**config.mk**
```make
export PLATFORM = sky130hd
export DESIGN_NAME = char_lcd_shadow_buffer_flat
export DESIGN_NICKNAME = d
export VERILOG_FILES = /design/src/design/clsb_pkg.sv /design/src/design/clsb_ifs.sv /design/src/design/clsb_screen_ram.sv /design/src/design/clsb_digits.sv /design/src/design/char_lcd_shadow_buffer.sv /design/src/flat_wrapper.sv
export SDC_FILE = /design/constraint.sdc
export NUM_CORES = 1
export LEC_CHECK = 0
export BUFFER_PORTS_ARGS = -buffer_cell sky130_fd_sc_hd__buf_4
export CORE_UTILIZATION = 62
export DETAILED_ROUTE_END_ITERATION = 16
export PLACE_DENSITY = 0.8
export REMOVE_ABC_BUFFERS = 1
export SLEW_MARGIN = 25
export SYNTH_ARGS = -nofsm -noshare
export SYNTH_HDL_FRONTEND = slang
export SYNTH_HIERARCHICAL = 1
export SYNTH_SLANG_ARGS = --single-unit
```
**constraint.sdc**
```tcl
create_clock -name clock -period 5.3 [get_ports clock]
set_input_delay 1.06 -clock clock [delete_from_list [all_inputs] [get_ports clock]]
set_output_delay 1.06 -clock clock [all_outputs]
set_load 0.005 [all_outputs]
```
**src/design/clsb_pkg.sv**
```systemverilog
// Shared constants, types and request codes of the LCD shadow buffer.
`default_nettype none

package clsb_pkg;

   localparam int ROWS       = 2;
   localparam int COLS       = 16;
   localparam int MAX_DIGITS = 7;

   localparam int DEPTH  = ROWS * COLS;
   localparam int ADDR_W = (DEPTH > 1) ? $clog2(DEPTH) : 1;
   localparam int ROW_W  = (ROWS > 1) ? $clog2(ROWS) : 1;
   localparam int CUR_W  = $clog2(COLS + 1);
   localparam int DIG_W  = (MAX_DIGITS > 1) ? $clog2(MAX_DIGITS) : 1;
   localparam int BCD_W  = 4 * MAX_DIGITS;

   // number field and its saturated magnitude
   localparam int          NUM_W   = 25;
   localparam longint      LIMIT   = (64'd10 ** MAX_DIGITS) - 64'd1;
   localparam int          LIM_W   = $clog2(LIMIT + 64'd1);
   localparam int          MAG_W   = (LIM_W < NUM_W) ? LIM_W : NUM_W;
   localparam int          CNT_W   = $clog2(MAG_W + 1);

   localparam logic [7:0] CHAR_SPACE   = 8'h20;
   localparam logic [7:0] CHAR_ZERO    = 8'h30;
   localparam logic [7:0] CHAR_MINUS   = 8'h2D;
   localparam logic [7:0] CMD_SET_ADDR = 8'h80;
   localparam logic [7:0] ADDR_MASK    = 8'h7F;
   localparam logic [7:0] ROW_ODD_BASE = 8'h40;

   typedef enum logic [2:0] {
      REQ_SET_CURSOR = 3'd0,
      REQ_PUT_CHAR   = 3'd1,
      REQ_WRITE_NUM  = 3'd2,
      REQ_CLEAR      = 3'd3,
      REQ_REFRESH    = 3'd4
   } clsb_req_code_type;

   // one write into the screen memory
   typedef struct packed {
      logic              en;
      logic [ADDR_W-1:0] addr;
      logic [7:0]        data;
   } clsb_wr_type;

endpackage

`default_nettype wire

```
**src/design/clsb_ifs.sv**
```systemverilog
// Request and response channel interfaces of the LCD shadow buffer.
`default_nettype none

interface clsb_req_if import clsb_pkg::*; ();
   logic                    valid;
   logic                    ready;
   logic [2:0]              req_type;
   logic                    row;
   logic [3:0]              column;
   logic [7:0]              char_code;
   logic signed [NUM_W-1:0] number;

   modport source (output valid, output req_type, output row, output column,
                   output char_code, output number, input ready);
   modport sink   (input valid, input req_type, input row, input column,
                   input char_code, input number, output ready);
endinterface

interface clsb_rsp_if ();
   logic       valid;
   logic       ready;
   logic       reg_select;
   logic [7:0] bus_byte;
   logic       last;

   modport source (output valid, output reg_select, output bus_byte, output last,
                   input ready);
   modport sink   (input valid, input reg_select, input bus_byte, input last,
                   output ready);
endinterface

`default_nettype wire

```
**src/design/clsb_screen_ram.sv**
```systemverilog
// Character memory with per-entry valid bits; unwritten entries read as space.
`default_nettype none

module clsb_screen_ram import clsb_pkg::*; (
   input  wire logic              clock,
   input  wire logic              reset,
   input  wire logic              clear,
   input  wire clsb_wr_type       wr,
   input  wire logic              rd_en,
   input  wire logic [ADDR_W-1:0] rd_addr,
   output logic [7:0]             rd_data
);

   logic [7:0]       mem_ff [DEPTH];
   logic [DEPTH-1:0] valid_ff;
   logic [DEPTH-1:0] valid_in;
   logic [7:0]       rd_data_ff;
   logic             rd_valid_ff;

   always_comb begin
      valid_in = valid_ff;
      if (clear) begin
         valid_in = '0;
      end else if (wr.en) begin
         valid_in[wr.addr] = 1'b1;
      end
   end

   always_ff @(posedge clock) begin
      if (wr.en) begin
         mem_ff[wr.addr] <= wr.data;
      end
      if (rd_en) begin
         rd_data_ff <= mem_ff[rd_addr];
      end
   end

   always_ff @(posedge clock) begin
      if (reset) begin
         valid_ff    <= '0;
         rd_valid_ff <= 1'b0;
      end else begin
         valid_ff <= valid_in;
         if (rd_en) begin
            rd_valid_ff <= valid_ff[rd_addr];
         end
      end
   end

   assign rd_data = rd_valid_ff ? rd_data_ff : CHAR_SPACE;

endmodule

`default_nettype wire

```
**src/design/clsb_digits.sv**
```systemverilog
// Binary to BCD converter (shift and add-3), one magnitude bit per cycle.
`default_nettype none

module clsb_digits import clsb_pkg::*; (
   input  wire logic                    clock,
   input  wire logic                    reset,
   input  wire logic                    start,
   input  wire logic signed [NUM_W-1:0] number,
   output logic                         done,
   input  wire logic [DIG_W-1:0]        digit_sel,
   output logic [3:0]                   digit
);

   logic [NUM_W-1:0] mag_raw;
   logic [MAG_W-1:0] mag_sat;
   logic [BCD_W-1:0] bcd_adj;

   logic [MAG_W-1:0] shift_ff, shift_in;
   logic [BCD_W-1:0] bcd_ff, bcd_in;
   logic [CNT_W-1:0] cnt_ff, cnt_in;
   logic             busy_ff, busy_in;
   logic             done_ff, done_in;

   always_comb begin
      // two's complement magnitude, then clamp to the printable limit
      mag_raw = number[NUM_W-1] ? (~number + NUM_W'(1)) : number;
      if (64'(mag_raw) > LIMIT) begin
         mag_sat = MAG_W'(LIMIT);
      end else begin
         mag_sat = MAG_W'(mag_raw);
      end

      for (int i = 0; i < MAX_DIGITS; i++) begin
         if (bcd_ff[4*i +: 4] >= 4'd5) begin
            bcd_adj[4*i +: 4] = bcd_ff[4*i +: 4] + 4'd3;
         end else begin
            bcd_adj[4*i +: 4] = bcd_ff[4*i +: 4];
         end
      end

      shift_in = shift_ff;
      bcd_in   = bcd_ff;
      cnt_in   = cnt_ff;
      busy_in  = busy_ff;
      done_in  = 1'b0;
      if (start) begin
         shift_in = mag_sat;
         bcd_in   = '0;
         cnt_in   = CNT_W'(MAG_W);
         busy_in  = 1'b1;
      end else if (busy_ff) begin
         bcd_in   = {bcd_adj[BCD_W-2:0], shift_ff[MAG_W-1]};
         shift_in = shift_ff << 1;
         cnt_in   = cnt_ff - CNT_W'(1);
         if (cnt_ff == CNT_W'(1)) begin
            busy_in = 1'b0;
            done_in = 1'b1;
         end
      end
   end

   always_ff @(posedge clock) begin
      shift_ff <= shift_in;
      bcd_ff   <= bcd_in;
      cnt_ff   <= cnt_in;
      if (reset) begin
         busy_ff <= 1'b0;
         done_ff <= 1'b0;
      end else begin
         busy_ff <= busy_in;
         done_ff <= done_in;
      end
   end

   assign done  = done_ff;
   assign digit = bcd_ff[4*digit_sel +: 4];

endmodule

`default_nettype wire

```
**src/design/char_lcd_shadow_buffer.sv**
```systemverilog
// Top level of the character LCD shadow buffer: request decode, sequencer, refresh stream.
//
//   channel   dir  beat                                       accepted when
//   req_bus   in   req_type, row, column, char_code, number   valid & ready
//   rsp_bus   out  reg_select, bus_byte, last                 valid & ready
//
// Cursor, put char and clear are carried out on acceptance; req_bus.ready is high in IDLE.
// Write number: take the request, run the BCD converter until its done flag, write the
// sign in ST_SIGN, then walk the MAX_DIGITS (7) digit places in ST_DIGIT.
// Refresh: ROWS*(COLS+1) = 34 beats, one per cycle unless rsp_bus stalls; cell beats read
// the screen memory; beats pass stage 1 and the output register; stalls hold the stream.
// Synchronous reset marks every cell as space and homes the cursor.
`default_nettype none

module char_lcd_shadow_buffer import clsb_pkg::*; (
   input wire logic    clock,
   input wire logic    reset,
   clsb_req_if.sink    req_bus,
   clsb_rsp_if.source  rsp_bus
);

   typedef enum logic [4:0] {
      ST_IDLE    = 5'b00001,
      ST_CONV    = 5'b00010,
      ST_SIGN    = 5'b00100,
      ST_DIGIT   = 5'b01000,
      ST_REFRESH = 5'b10000
   } state_type;

   state_type        state_ff, state_in;

   // cursor; column may rest at COLS after the row is full
   logic [ROW_W-1:0] cur_row_ff, cur_row_in;
   logic [CUR_W-1:0] cur_col_ff, cur_col_in;

   // number printing
   logic             neg_ff, neg_in;
   logic [DIG_W-1:0] dig_idx_ff, dig_idx_in;
   logic             started_ff, started_in;

   // refresh walk: pos 0 is the set-address command, 1..COLS the cells
   logic [ROW_W-1:0] rf_row_ff, rf_row_in;
   logic [CUR_W-1:0] rf_pos_ff, rf_pos_in;
   logic             rf_done_ff, rf_done_in;

   // stage 1: beat waiting on the memory read register
   logic             p1_valid_ff, p1_valid_in;
   logic             p1_cmd_ff, p1_cmd_in;
   logic [7:0]       p1_byte_ff, p1_byte_in;
   logic             p1_last_ff, p1_last_in;

   // output register
   logic             rsp_valid_ff, rsp_valid_in;
   logic             rsp_rs_ff, rsp_rs_in;
   logic [7:0]       rsp_byte_ff, rsp_byte_in;
   logic             rsp_last_ff, rsp_last_in;

   logic              accept;
   logic              advance;
   logic              put_en;
   logic [7:0]        put_char;
   logic              conv_start;
   logic              conv_done;
   logic [3:0]        digit;
   logic              clear;
   clsb_wr_type       wr;
   logic              rd_en;
   logic [ADDR_W-1:0] rd_addr;
   logic [7:0]        rd_data;
   logic [ROW_W-1:0]  row_m;
   logic [CUR_W-1:0]  col_m;
   logic [7:0]        cmd_addr;

   clsb_screen_ram u_ram (
      .clock   (clock),
      .reset   (reset),
      .clear   (clear),
      .wr      (wr),
      .rd_en   (rd_en),
      .rd_addr (rd_addr),
      .rd_data (rd_data)
   );

   clsb_digits u_digits (
      .clock     (clock),
      .reset     (reset),
      .start     (conv_start),
      .number    (req_bus.number),
      .done      (conv_done),
      .digit_sel (dig_idx_ff),
      .digit     (digit)
   );

   assign req_bus.ready = (state_ff == ST_IDLE);
   assign accept        = req_bus.valid && req_bus.ready;
   assign advance       = !rsp_valid_ff || rsp_bus.ready;

   always_comb begin
      // row and column folded into range
      row_m = (ROWS == 1) ? '0 : ROW_W'(req_bus.row);
      if (32'(req_bus.column) >= COLS) begin
         col_m = CUR_W'(32'(req_bus.column) - COLS);
      end else begin
         col_m = CUR_W'(req_bus.column);
      end
      // DDRAM row start: odd rows at 0x40, row pairs stacked by COLS
      cmd_addr = (rf_row_ff[0] ? ROW_ODD_BASE : 8'h00)
               + 8'(32'(rf_row_ff >> 1) * COLS);
   end

   always_comb begin
      state_in     = state_ff;
      cur_row_in   = cur_row_ff;
      cur_col_in   = cur_col_ff;
      neg_in       = neg_ff;
      dig_idx_in   = dig_idx_ff;
      started_in   = started_ff;
      rf_row_in    = rf_row_ff;
      rf_pos_in    = rf_pos_ff;
      rf_done_in   = rf_done_ff;
      p1_valid_in  = p1_valid_ff;
      p1_cmd_in    = p1_cmd_ff;
      p1_byte_in   = p1_byte_ff;
      p1_last_in   = p1_last_ff;
      rsp_valid_in = rsp_valid_ff;
      rsp_rs_in    = rsp_rs_ff;
      rsp_byte_in  = rsp_byte_ff;
      rsp_last_in  = rsp_last_ff;
      put_en       = 1'b0;
      put_char     = CHAR_SPACE;
      conv_start   = 1'b0;
      clear        = 1'b0;
      rd_en        = 1'b0;
      rd_addr      = '0;
      wr           = '0;

      // output register takes stage 1 when free or drained
      if (advance) begin
         rsp_valid_in = p1_valid_ff;
         if (p1_valid_ff) begin
            rsp_rs_in   = !p1_cmd_ff;
            rsp_byte_in = p1_cmd_ff ? p1_byte_ff : rd_data;
            rsp_last_in = p1_last_ff;
         end
         p1_valid_in = 1'b0;
      end

      case (state_ff)
         ST_IDLE: begin
            if (accept) begin
               case (req_bus.req_type)
                  REQ_SET_CURSOR: begin
                     cur_row_in = row_m;
                     cur_col_in = col_m;
                  end
                  REQ_PUT_CHAR: begin
                     put_en   = 1'b1;
                     put_char = req_bus.char_code;
                  end
                  REQ_WRITE_NUM: begin
                     cur_row_in = row_m;
                     cur_col_in = col_m;
                     neg_in     = req_bus.number[NUM_W-1];
                     conv_start = 1'b1;
                     state_in   = ST_CONV;
                  end
                  REQ_CLEAR: begin
                     clear = 1'b1;
                  end
                  REQ_REFRESH: begin
                     rf_row_in  = '0;
                     rf_pos_in  = '0;
                     rf_done_in = 1'b0;
                     state_in   = ST_REFRESH;
                  end
                  default: begin
                  end
               endcase
            end
         end
         ST_CONV: begin
            if (conv_done) begin
               state_in = ST_SIGN;
            end
         end
         ST_SIGN: begin
            // a negative value is never zero, so the sign always precedes digits
            put_en     = neg_ff;
            put_char   = CHAR_MINUS;
            dig_idx_in = DIG_W'(MAX_DIGITS - 1);
            started_in = 1'b0;
            state_in   = ST_DIGIT;
         end
         ST_DIGIT: begin
            // leading zeros dropped; the units digit always prints (zero case)
            if (digit != 4'd0 || started_ff || dig_idx_ff == '0) begin
               put_en     = 1'b1;
               put_char   = CHAR_ZERO + {4'd0, digit};
               started_in = 1'b1;
            end
            if (dig_idx_ff == '0) begin
               state_in = ST_IDLE;
            end else begin
               dig_idx_in = dig_idx_ff - DIG_W'(1);
            end
         end
         ST_REFRESH: begin
            if (!rf_done_ff && (!p1_valid_ff || advance)) begin
               p1_valid_in = 1'b1;
               p1_cmd_in   = (rf_pos_ff == '0);
               p1_byte_in  = CMD_SET_ADDR | (cmd_addr & ADDR_MASK);
               p1_last_in  = (rf_row_ff == ROW_W'(ROWS - 1))
                           && (rf_pos_ff == CUR_W'(COLS));
               if (rf_pos_ff != '0) begin
                  rd_en   = 1'b1;
                  rd_addr = ADDR_W'(32'(rf_row_ff) * COLS + 32'(rf_pos_ff) - 1);
               end
               if (rf_pos_ff == CUR_W'(COLS)) begin
                  rf_pos_in = '0;
                  if (rf_row_ff == ROW_W'(ROWS - 1)) begin
                     rf_done_in = 1'b1;
                  end else begin
                     rf_row_in = rf_row_ff + ROW_W'(1);
                  end
               end else begin
                  rf_pos_in = rf_pos_ff + CUR_W'(1);
               end
            end
            if (rf_done_ff && !p1_valid_ff) begin
               state_in = ST_IDLE;
            end
         end
         default: begin
            state_in = ST_IDLE;
         end
      endcase

      // store at the cursor and advance; past the row end the char is dropped
      if (put_en && cur_col_ff < CUR_W'(COLS)) begin
         wr.en      = 1'b1;
         wr.addr    = ADDR_W'(32'(cur_row_ff) * COLS + 32'(cur_col_ff));
         wr.data    = put_char;
         cur_col_in = cur_col_ff + CUR_W'(1);
      end
   end

   always_ff @(posedge clock) begin
      neg_in_reg: begin
         neg_ff      <= neg_in;
         dig_idx_ff  <= dig_idx_in;
         started_ff  <= started_in;
         rf_row_ff   <= rf_row_in;
         rf_pos_ff   <= rf_pos_in;
         p1_cmd_ff   <= p1_cmd_in;
         p1_byte_ff  <= p1_byte_in;
         p1_last_ff  <= p1_last_in;
         rsp_rs_ff   <= rsp_rs_in;
         rsp_byte_ff <= rsp_byte_in;
         rsp_last_ff <= rsp_last_in;
      end
      if (reset) begin
         state_ff     <= ST_IDLE;
         cur_row_ff   <= '0;
         cur_col_ff   <= '0;
         rf_done_ff   <= 1'b1;
         p1_valid_ff  <= 1'b0;
         rsp_valid_ff <= 1'b0;
      end else begin
         state_ff     <= state_in;
         cur_row_ff   <= cur_row_in;
         cur_col_ff   <= cur_col_in;
         rf_done_ff   <= rf_done_in;
         p1_valid_ff  <= p1_valid_in;
         rsp_valid_ff <= rsp_valid_in;
      end
   end

   assign rsp_bus.valid      = rsp_valid_ff;
   assign rsp_bus.reg_select = rsp_rs_ff;
   assign rsp_bus.bus_byte   = rsp_byte_ff;
   assign rsp_bus.last       = rsp_last_ff;

endmodule

`default_nettype wire

```
**src/flat_wrapper.sv**
```systemverilog
// flat-port wrapper written by rule: the top's interface ports become plain ports
module char_lcd_shadow_buffer_flat import clsb_pkg::*;
  (clock, reset, req_bus_valid, req_bus_req_type, req_bus_row, req_bus_column, req_bus_char_code, req_bus_number, req_bus_ready, rsp_bus_valid, rsp_bus_reg_select, rsp_bus_bus_byte, rsp_bus_last, rsp_bus_ready);
  clsb_req_if req_bus_i ();
  clsb_rsp_if rsp_bus_i ();
  input wire logic clock;
  input wire logic reset;
  input wire logic [$bits(req_bus_i.valid)-1:0] req_bus_valid;
  input wire logic [$bits(req_bus_i.req_type)-1:0] req_bus_req_type;
  input wire logic [$bits(req_bus_i.row)-1:0] req_bus_row;
  input wire logic [$bits(req_bus_i.column)-1:0] req_bus_column;
  input wire logic [$bits(req_bus_i.char_code)-1:0] req_bus_char_code;
  input wire logic [$bits(req_bus_i.number)-1:0] req_bus_number;
  output wire logic [$bits(req_bus_i.ready)-1:0] req_bus_ready;
  output wire logic [$bits(rsp_bus_i.valid)-1:0] rsp_bus_valid;
  output wire logic [$bits(rsp_bus_i.reg_select)-1:0] rsp_bus_reg_select;
  output wire logic [$bits(rsp_bus_i.bus_byte)-1:0] rsp_bus_bus_byte;
  output wire logic [$bits(rsp_bus_i.last)-1:0] rsp_bus_last;
  input wire logic [$bits(rsp_bus_i.ready)-1:0] rsp_bus_ready;
  assign req_bus_i.valid = req_bus_valid;
  assign req_bus_i.req_type = req_bus_req_type;
  assign req_bus_i.row = req_bus_row;
  assign req_bus_i.column = req_bus_column;
  assign req_bus_i.char_code = req_bus_char_code;
  assign req_bus_i.number = req_bus_number;
  assign req_bus_ready = req_bus_i.ready;
  assign rsp_bus_valid = rsp_bus_i.valid;
  assign rsp_bus_reg_select = rsp_bus_i.reg_select;
  assign rsp_bus_bus_byte = rsp_bus_i.bus_byte;
  assign rsp_bus_last = rsp_bus_i.last;
  assign rsp_bus_i.ready = rsp_bus_ready;
  char_lcd_shadow_buffer u_core (.clock(clock), .reset(reset), .req_bus(req_bus_i), .rsp_bus(rsp_bus_i));
endmodule
```
# Word level (Yosys, flattened, before mapping)

Memory sizes are Yosys's and may differ from the RTL's. A register that Yosys moved wholly into a read port is not among the register bits.
Index checks and enable logic that the tools add are counted.

Add/subtract/negate cells: 17
$lt $le $gt $ge: 12
Eq/ne operators: 22
Shift operators: 1
Multiplexer cells: 77
Bitwise gates (word level): 3
Reduce and logical (&&, ||, !) cells: 39

Operator list:

| kind                    | number |
|---|---|
| $mux W5                 | 15 |
| $mux W24                | 3 |
| $mux W1                 | 32 |
| $mux W8                 | 4 |
| $or A32 B32 Y32         | 1 |
| $ge A4 B3 Y1 const B    | 7 |
| $shiftx A28 B6 Y4       | 1 |
| $add A25 B2 Y25 const B | 1 |
| $gt A25 B24 Y1 const B  | 1 |
| $mux W25                | 1 |
| $not A25 Y25            | 1 |
| $pmux W5 S5             | 1 |
| $add A4 B2 Y4 const B   | 6 |
| $mux W4                 | 6 |
| $pmux W8 S3             | 1 |
| $pmux W5 S2             | 2 |
| $mux W14                | 1 |
| $mux W7                 | 2 |
| $lt A5 B6 Y1 const B    | 2 |
| $ne A2 B1 Y1 const B    | 6 |
| $reduce_bool A2 Y1      | 6 |
| $add A5 B1 Y5 const B   | 2 |
| $add A5 B5 Y5           | 2 |
| $eq A5 B1 Y1 const B    | 2 |
| 37 further kinds        | 65 |

Bits in registers: 136
Memory bits (writable): 256
Input port bits: 45
Output and inout bits: 12
Logic and storage cells: 197
Memories: 1

Memories:

| name                | words | bits a word | read ports | clocked after Yosys merged registers in | wr ports | line                  | RTL |
|---|---|---|---|---|---|---|---|
| u_core.u_ram.mem_ff | 32    | 8           | 1          | 1                                       | 1        | clsb_screen_ram.sv:14 | `logic [7:0] mem_ff [DEPTH];` |

# Depth between registers and ports, before layout

Gate-level depths: netlist of run 1.

Depth after elaboration: 13
Mapped depth: 15
Depth with buffers taken out: 14

# Cells and area by module

Netlist of run 1, hierarchy kept.

By module, submodules not included:

| module                 | times used | cells an instance | area each (µm²) | sequential area each (µm²) |
|---|---|---|---|---|
| clsb_screen_ram        | 1          | 538               | 11418.5         | 8588.2 |
| clsb_digits            | 1          | 508               | 4236.6          | 1421.4 |
| char_lcd_shadow_buffer | 1          | 213               | 2142.1          | 1001.0 |

# Worst setup path before layout of run 1

No wires, ideal clock.

Path type: flip-flop to flip-flop
From: reg u_core.dig_idx_ff[0]
To: mem u_core.u_ram.mem_ff[0][0], enable pin
Setup time: 374 ps
Data arrival time: 3702 ps
Required time: 4926 ps
Setup slack: 1224 ps
Cell stages (with the launch flop): 12
Path buffers: 2
Period minus slack after synthesis: 4076 ps
Cell sequence: edfxtp_1 -> clkbuf_1 -> mux4_2 -> mux2_2 -> or4_4 -> o31ai_4 -> a31o_4 -> inv_4 -> and2_1 -> or3b_2 -> clkbuf_1 -> nor2_1

RTL lines:

| element                  | line                          | RTL |
|---|---|---|
| start: declaration       | char_lcd_shadow_buffer.sv:38  | `logic [DIG_W-1:0] dig_idx_ff, dig_idx_in;` |
| start signal: assignment | char_lcd_shadow_buffer.sv:250 | `dig_idx_ff <= dig_idx_in;` |
| end: declaration         | clsb_screen_ram.sv:14         |  |

==> reports/summary.txt, run 1 <==
Synth top cells by count: edfxtp_1, nor2_1, mux4_2, dfxtp_1, nand2_1
Unrepaired setup endpoints after global routing: false
Most frequent cell after synthesis: edfxtp_1
Die X: 171 µm
Mean Syn Cell Area: 14.1 µm²
Vias in the first global route: 10950
Critical path, cell by cell: mux4_2, mux2_2, or4_4, o31ai_4, a31o_4, inv_4, and2_1, or3b_2, nor2_1
Final worst path period share: 84.4%
H-tree levels: 2
Share of cells above drive strength 1: 21.4%
Max Fclk: 0.223 GHz
Design Power: 7260 µW
Critical path's largest stage delay: 0.68 ns
Latest clock arrival within the worst-skew pair: 0.53 ns
Row count: 61
Clock sink count: 394
Setup Crit Path Kind: register to register
Slowest CP cell: nor2_1
Final Wtd Congestion: 0.876
Clock-pin slew on the worst setup and hold paths: 0.06 ns
Final core occ: 71.9%
Synth Area in XOR/XNOR: 2.36%
Setup Viol. Count Final: 0
DR pass1 iterations: 5
Yosys reg bits: 394
DRT Wirelength: 39.5 mm
Final Hold Viols: 0
Synth Area in Compound Gates: 7.59%
Clock Path Buffers: 3
Area contributors post-synth: edfxtp_1, mux4_2, dfxtp_1, nor2_1, ha_1
Worst Skew: 0.0203 ns
Mux share of post-synthesis cell area: 13.1%
Die area: 0.0294 mm²
Rel. slew slack: 33.0%
Cell Pwr Density: 360 mW/mm²
Sequential fraction of the synthesis area: 61.9%
Post-synth EDFFs: 312
Starting Density: 63.5%
Number of antenna diodes: 0
Finished Cell Area: 0.0202 mm²
Post-synthesis adder-cell area fraction: 2.08%
Grt ovf: 0
Post-place instance area: 0.0188 mm²
Share of the synthesized area in the top cell type: 52.6%
Drt via density: 6.31
Largest family of logic cells by synthesized area: multiplexers
Syn. warnings: 6
# DRC: 0
# fillers: 1761
Clock Power Share: 39.7%
Psw: 1730 µW
# Post-CTS Setup Buffers: 0
Synth-to-layout area growth: 13.2%
Number of I/O port buffers: 56
Crit end category: register
DRT iter0 DRCs: 1181
Synthesized cell area: 0.0178 mm²
Antenna violations before repair: 0
Largest net degree at the start of global routing: 50
Synth async-reset ratio: 0%
Worst Tran Pin Value: 1.00 ns
Sequential share of power: 49.5%
CP max FO: 13
Global Route Usage Sum: 28.2%
CTS tree: done
Die height: 171 µm
Leak Pwr: 0.00708 µW
Post-Layout Cell Count: 1749
# IOs: 57
Dpl cells: 1674
Critical path buffers and inverters: 1
Final Slew Violations: 0
Switching part of the total: 23.8%
Root buffer cell: clkbuf_16
WL per Instance: 22.6 µm
Synth cell types: 83
Worst Path Arrival: 4.63 ns
Max Cap Viol: 0
Combinational cell fraction of total power: 10.9%
CTS Buf Count: 41
Hpwl dp: 26.3 mm
Top_reg_cell synth: edfxtp_1
Status: complete, no violations
Vias: 11041
Core area: 0.0280 mm²
Worst EP required: 5.46 ns
Peak VDD IR: 332 µV
Startpoint type of the worst setup path: register
Delay-heaviest family, CP: simple AND/OR/NAND/NOR gates
Shortest period the worst path allows: 4.48 ns
Post-CTS sizing: 0
Final ANT Viol Nets: 0
Post-Synthesis Cells: 1259
P_int: 5530 µW
Hold Path Class: register to register
First-pass GRT wire length: 61.5 mm
Hold Buf Count CTS: 0
Nets: 1413
Most area-hungry cell type in the Yosys netlist: edfxtp_1
Post-synthesis simple-gate area fraction: 10.5%
[cells in the final DEF, fill, tap and decap left out, types with 13 or more instances in the layout]
master / count
clkbuf_16: 42
buf_4: 93
a21oi_1: 43
nor2_1: 104
nor3_1: 17
nand2b_1: 13
and2_1: 15
o21a_1: 34
inv_1: 42
xnor2_1: 23
edfxtp_1: 312
nor2b_1: 18
mux2i_1: 32
nand3_1: 38
ha_1: 28
xor2_1: 25
dfxtp_1: 82
nand2_1: 66
o21ai_0: 45
mux4_2: 84
[cell type report]
cell class              count  area, µm²  area share, %
clock inverters            19        229           1.14
multi-input cells         761       6390           31.7
clock buffers              56       1120           5.58
well taps                 378        473           2.35
flip-flops and latches    394      11000           54.6
inverters                  45        171          0.851
repair buffers             96        758           3.76
[through the flow]
stage | setup TNS [ns] | setup slack, ns | hold slack, ns
CTS | 0 | 0.787 | 0.455
global route | 0 | 0.580 | 0.479
detailed placement | 0 | 0.763 | 0.441
global placement | 0 | 0.882 | 0.440
floorplan | -33.27 | -3.76 | 0.400
finish | 0 | 0.825 | 0.455
[metal layers]
layer | up-vias | track usage, % | part of all wire (%)
met5 | - | 0 | 0
met1 | 5481 | 37.4 | 40
met2 | 483 | 45.7 | 48
met4 | 0 | 11.4 | 3.8
li1 | 4981 | - | -
met3 | 96 | 5.68 | 8.4
[worst paths after layout]
check,start,to,slack [ns],cells after the start
worst max-delay path,u_core/dig_idx_ff[0],u_core/u_ram/mem_ff[4][6],0.82,9
worst min-delay path,u_core/p1_last_ff,u_core/rsp_bus.last,0.45,0
worst max register to register,u_core/dig_idx_ff[0],u_core/u_ram/mem_ff[4][6],0.82,9
worst min register to register,u_core/p1_last_ff,u_core/rsp_bus.last,0.45,0
[kinds of logic (layout without fill, tap and decap cells)]
family          Yosys count  after routing
mux                     127            127
simple gates            357            357
fa+ha+maj                29             29
xor+xnor                 48             48
buf+inv                 104            216
compound gates          200            200
flops                   394            394
[flip-flops by register name, summed over array words and instances, names as in the netlist, 3 cells and up]
register and count:
u_core/u_ram/mem_ff 256, u_core/rsp_bus.bus_byte 8, u_core/rf_pos_ff 5, u_core/cur_col_ff 5, u_core/u_ram/valid_ff 32, u_core/state_ff 5
u_core/u_ram/rd_data_ff 8, u_core/u_digits/shift_ff 24, u_core/u_digits/bcd_ff 28, u_core/dig_idx_ff 3, u_core/u_digits/cnt_ff 5
[power groups by stage]
stage / Clock [µW] / Sequential (µW) / Combinational, µW
floorplan: 0 / 3610 / 589
global placement: 0 / 3640 / 755
detailed placement: 0 / 3650 / 784
CTS: 2920 / 3590 / 789
global route: 3030 / 3610 / 894
finish: 2880 / 3590 / 790
No activity file was read; power rests on OpenSTA's default activity.
==> run 2, diff against run 1 <==
- CORE_UTILIZATION: 62 -> 56
- PLACE_DENSITY: 0.8 -> 0.76
- clock period: 5.3 -> 4.1 ns (I/O delays scaled with it)
==> reports/summary.txt, run 2 (synthesized netlist as in run 1, its figures left out) <==
# fillers: 2200 (+25%)
DR pass1 iterations: 5 (unchanged)
Final Hold Viols: 0 (unchanged)
Peak VDD IR: 308 µV (-7.2%)
Multi-input logic area: 0.00639 mm² (+0.12%)
Hold_sp: u_core/p1_last_ff
Worst Path Arrival: 4.09 ns (-0.54 ns)
H-tree levels: 2 (unchanged)
Rel. slew slack: 33.6% (+0.59 points)
Final worst setup slack: 0.247 ns (-0.577 ns)
R2R setup slack: 0.25 ns (-0.58 ns)
Register area: 0.0110 mm² (unchanged)
Antenna violations before repair: 0 (unchanged)
Clock Path Buffers: 3 (unchanged)
Vias in the first global route: 10742 (-1.9%)
Worst Reg-to-Reg Cells: 10 (+1)
Final core occ: 65.8% (-6.2 points)
# DRC: 0 (unchanged)
Startpoint type of the worst setup path: register
Row count: 64 (+4.9%)
Critical Path Start: u_core/dig_idx_ff[0]
Grt ovf: 0 (unchanged)
Hold endpoint: u_core/rsp_bus.last
Clock Power Share: 38.4% (-1.3 points)
Drt via density: 6.10 (-3.4%)
First-pass GRT wire length: 60.1 mm (-2.2%)
Reg-to-Reg Start: u_core/dig_idx_ff[0]
R2R Path End: u_core/u_ram/mem_ff[18][1]
Vias: 10930 (-1.0%)
Shortest period the worst path allows: 3.85 ns (-0.623 ns)
DRT Wirelength: 38.1 mm (-3.7%)
Hold WS: 0.426 ns (-0.0285 ns)
Final ANT Viol Nets: 0 (unchanged)
CP max FO: 12 (-1)
Clock-pin slew on the worst setup and hold paths: 0.06 ns (about the same)
Setup Viol. Count Final: 0 (unchanged)
Crit end category: register
Switching part of the total: 24.6% (+0.77 points)
Global Route Usage Sum: 23.8% (-4.4 points)
Max Fclk: 0.260 GHz (+16%)
Post-Layout Cell Count: 1792 (+2.5%)
Combinational cell fraction of total power: 11.4% (+0.5 points)
P_int: 6970 µW (+26%)
Core area: 0.0309 mm² (+10%)
WL per Instance: 21.2 µm (-6.0%)
Die area: 0.0325 mm² (+11%)
CTS Buf Count: 40 (-2.4%)
Root buffer cell: clkbuf_16
Latest clock arrival within the worst-skew pair: 0.53 ns (about the same)
Max Cap Viol: 0 (unchanged)
Leak Pwr: 0.00719 µW (+1.5%)
Setup Crit Path Kind: register to register
Hpwl dp: 25.4 mm (-3.5%)
Final Wtd Congestion: 0.907 (+3.5%)
Final worst path period share: 94.0% (+9.5 points)
Worst EP required: 4.34 ns (-1.12 ns)
Sequential share of power: 50.3% (+0.8 points)
# IOs: 57 (unchanged)
Largest register by flop count: u_core/u_ram/mem_ff
Die height: 180 µm (+5.2%)
Hold path depth: 0 (unchanged)
Cell Pwr Density: 455 mW/mm² (+26%)
Hold Path Class: register to register
Nets: 1439 (+1.8%)
Dpl ws: 0.241 ns (-0.522 ns)
Worst Tran Pin Value: 0.993 ns (-0.00737 ns)
Share of cells above drive strength 1: 23.2% (+1.8 points)
Post-Route Setup TNS: 0 ns (unchanged)
Most frequent cells in the layout: edfxtp_1, buf_4, nor2_1, mux4_2, dfxtp_1
Max reg flops: 256 (unchanged)
Number of I/O port buffers: 56 (unchanged)
Starting Density: 57.6% (-6.0 points)
Largest net degree at the start of global routing: 69 (+38%)
Worst Skew: 0.0258 ns (+0.00556 ns)
Status: complete, no violations
Synth-to-layout area growth: 14.3%
Unrepaired setup endpoints after global routing: false
Number of antenna diodes: 0 (unchanged)
Final Slew Violations: 0 (unchanged)
Dpl cells: 1719 (+2.7%)
CTS tree: done
Psw: 2270 µW (+31%)
Die X: 180 µm (+5.2%)
Clock sink count: 394 (unchanged)
Most common cell after layout, fill and taps aside: edfxtp_1
DRT iter0 DRCs: 978 (-17%)
Top Registers: u_core/u_ram/mem_ff (256), u_core/u_ram/valid_ff (32), u_core/u_digits/bcd_ff (28)
[run 2: layout make-up]
cell class | count | share of cell area [%]
clock inverter | 22 | 1.06
tap | 396 | 2.44
clock buffer | 51 | 5.27
multi-input combinational | 761 | 31.4
sequential | 394 | 54.1
timing repair buffer | 123 | 4.79
inverter | 45 | 0.843
[run 2: repair_timing]
item | CTS | global route
resized for setup | 0 | 2
hold buffers | 0 | 0
setup buffers | 0 | 0
setup endpoints to repair | 0 | 11
[run 2: power by group through the flow]
stage / Sequential, µW / Combinational, µW / Clock [µW]
after floorplan: 4670 / 761 / 0
after global placement: 4720 / 989 / 0
after detailed placement: 4720 / 1030 / 0
after CTS: 4640 / 1040 / 3600
after global routing: 4660 / 1170 / 3760
final: 4650 / 1050 / 3550
[run 2: per-stage QoR]
| stage | instance area (µm²) | total power [µW] |
|---|---|---|
| finish | 20300 | 9240 |
| global route | 20300 | 9590 |
| CTS | 20300 | 9280 |
| detailed placement | 19000 | 5760 |
| global placement | 19000 | 5710 |
| floorplan | 17500 | 5430 |
[run 2: critical path, cell delays in order (launching register included)]
cell and delay [ns]:
edfxtp_1 0.49, mux4_2 0.54, mux2_2 0.29, or4_4 0.50, o31ai_4 0.22, a31o_4 0.20
buf_4 0.23, nor2_1 0.18, or3b_2 0.58, nor2_1 0.14, buf_4 0.21
[run 2: how the worst max path moves through the flow]
stage | slack [ns] | cells after the start | to
finish | 0.25 | 10 | u_core/u_ram/mem_ff[18][1]
global route | 0.03 | 14 | u_core/u_ram/mem_ff[18][4]
CTS | 0.22 | 9 | u_core/u_ram/mem_ff[27][3]
detailed placement | 0.24 | 9 | u_core/u_ram/mem_ff[27][1]
global placement | 0.32 | 9 | u_core/u_ram/mem_ff[27][1]
floorplan | -4.72 | 9 | u_core/u_ram/rd_data_ff[0]
[run 2: layer usage]
metal,global-route usage (%),vias up,wire (µm)
met3,3.42,55,2420
met2,39.4,388,18600
met1,33.2,5445,16200
li1,-,5042,-
met5,0,-,0
met4,6.43,0,848
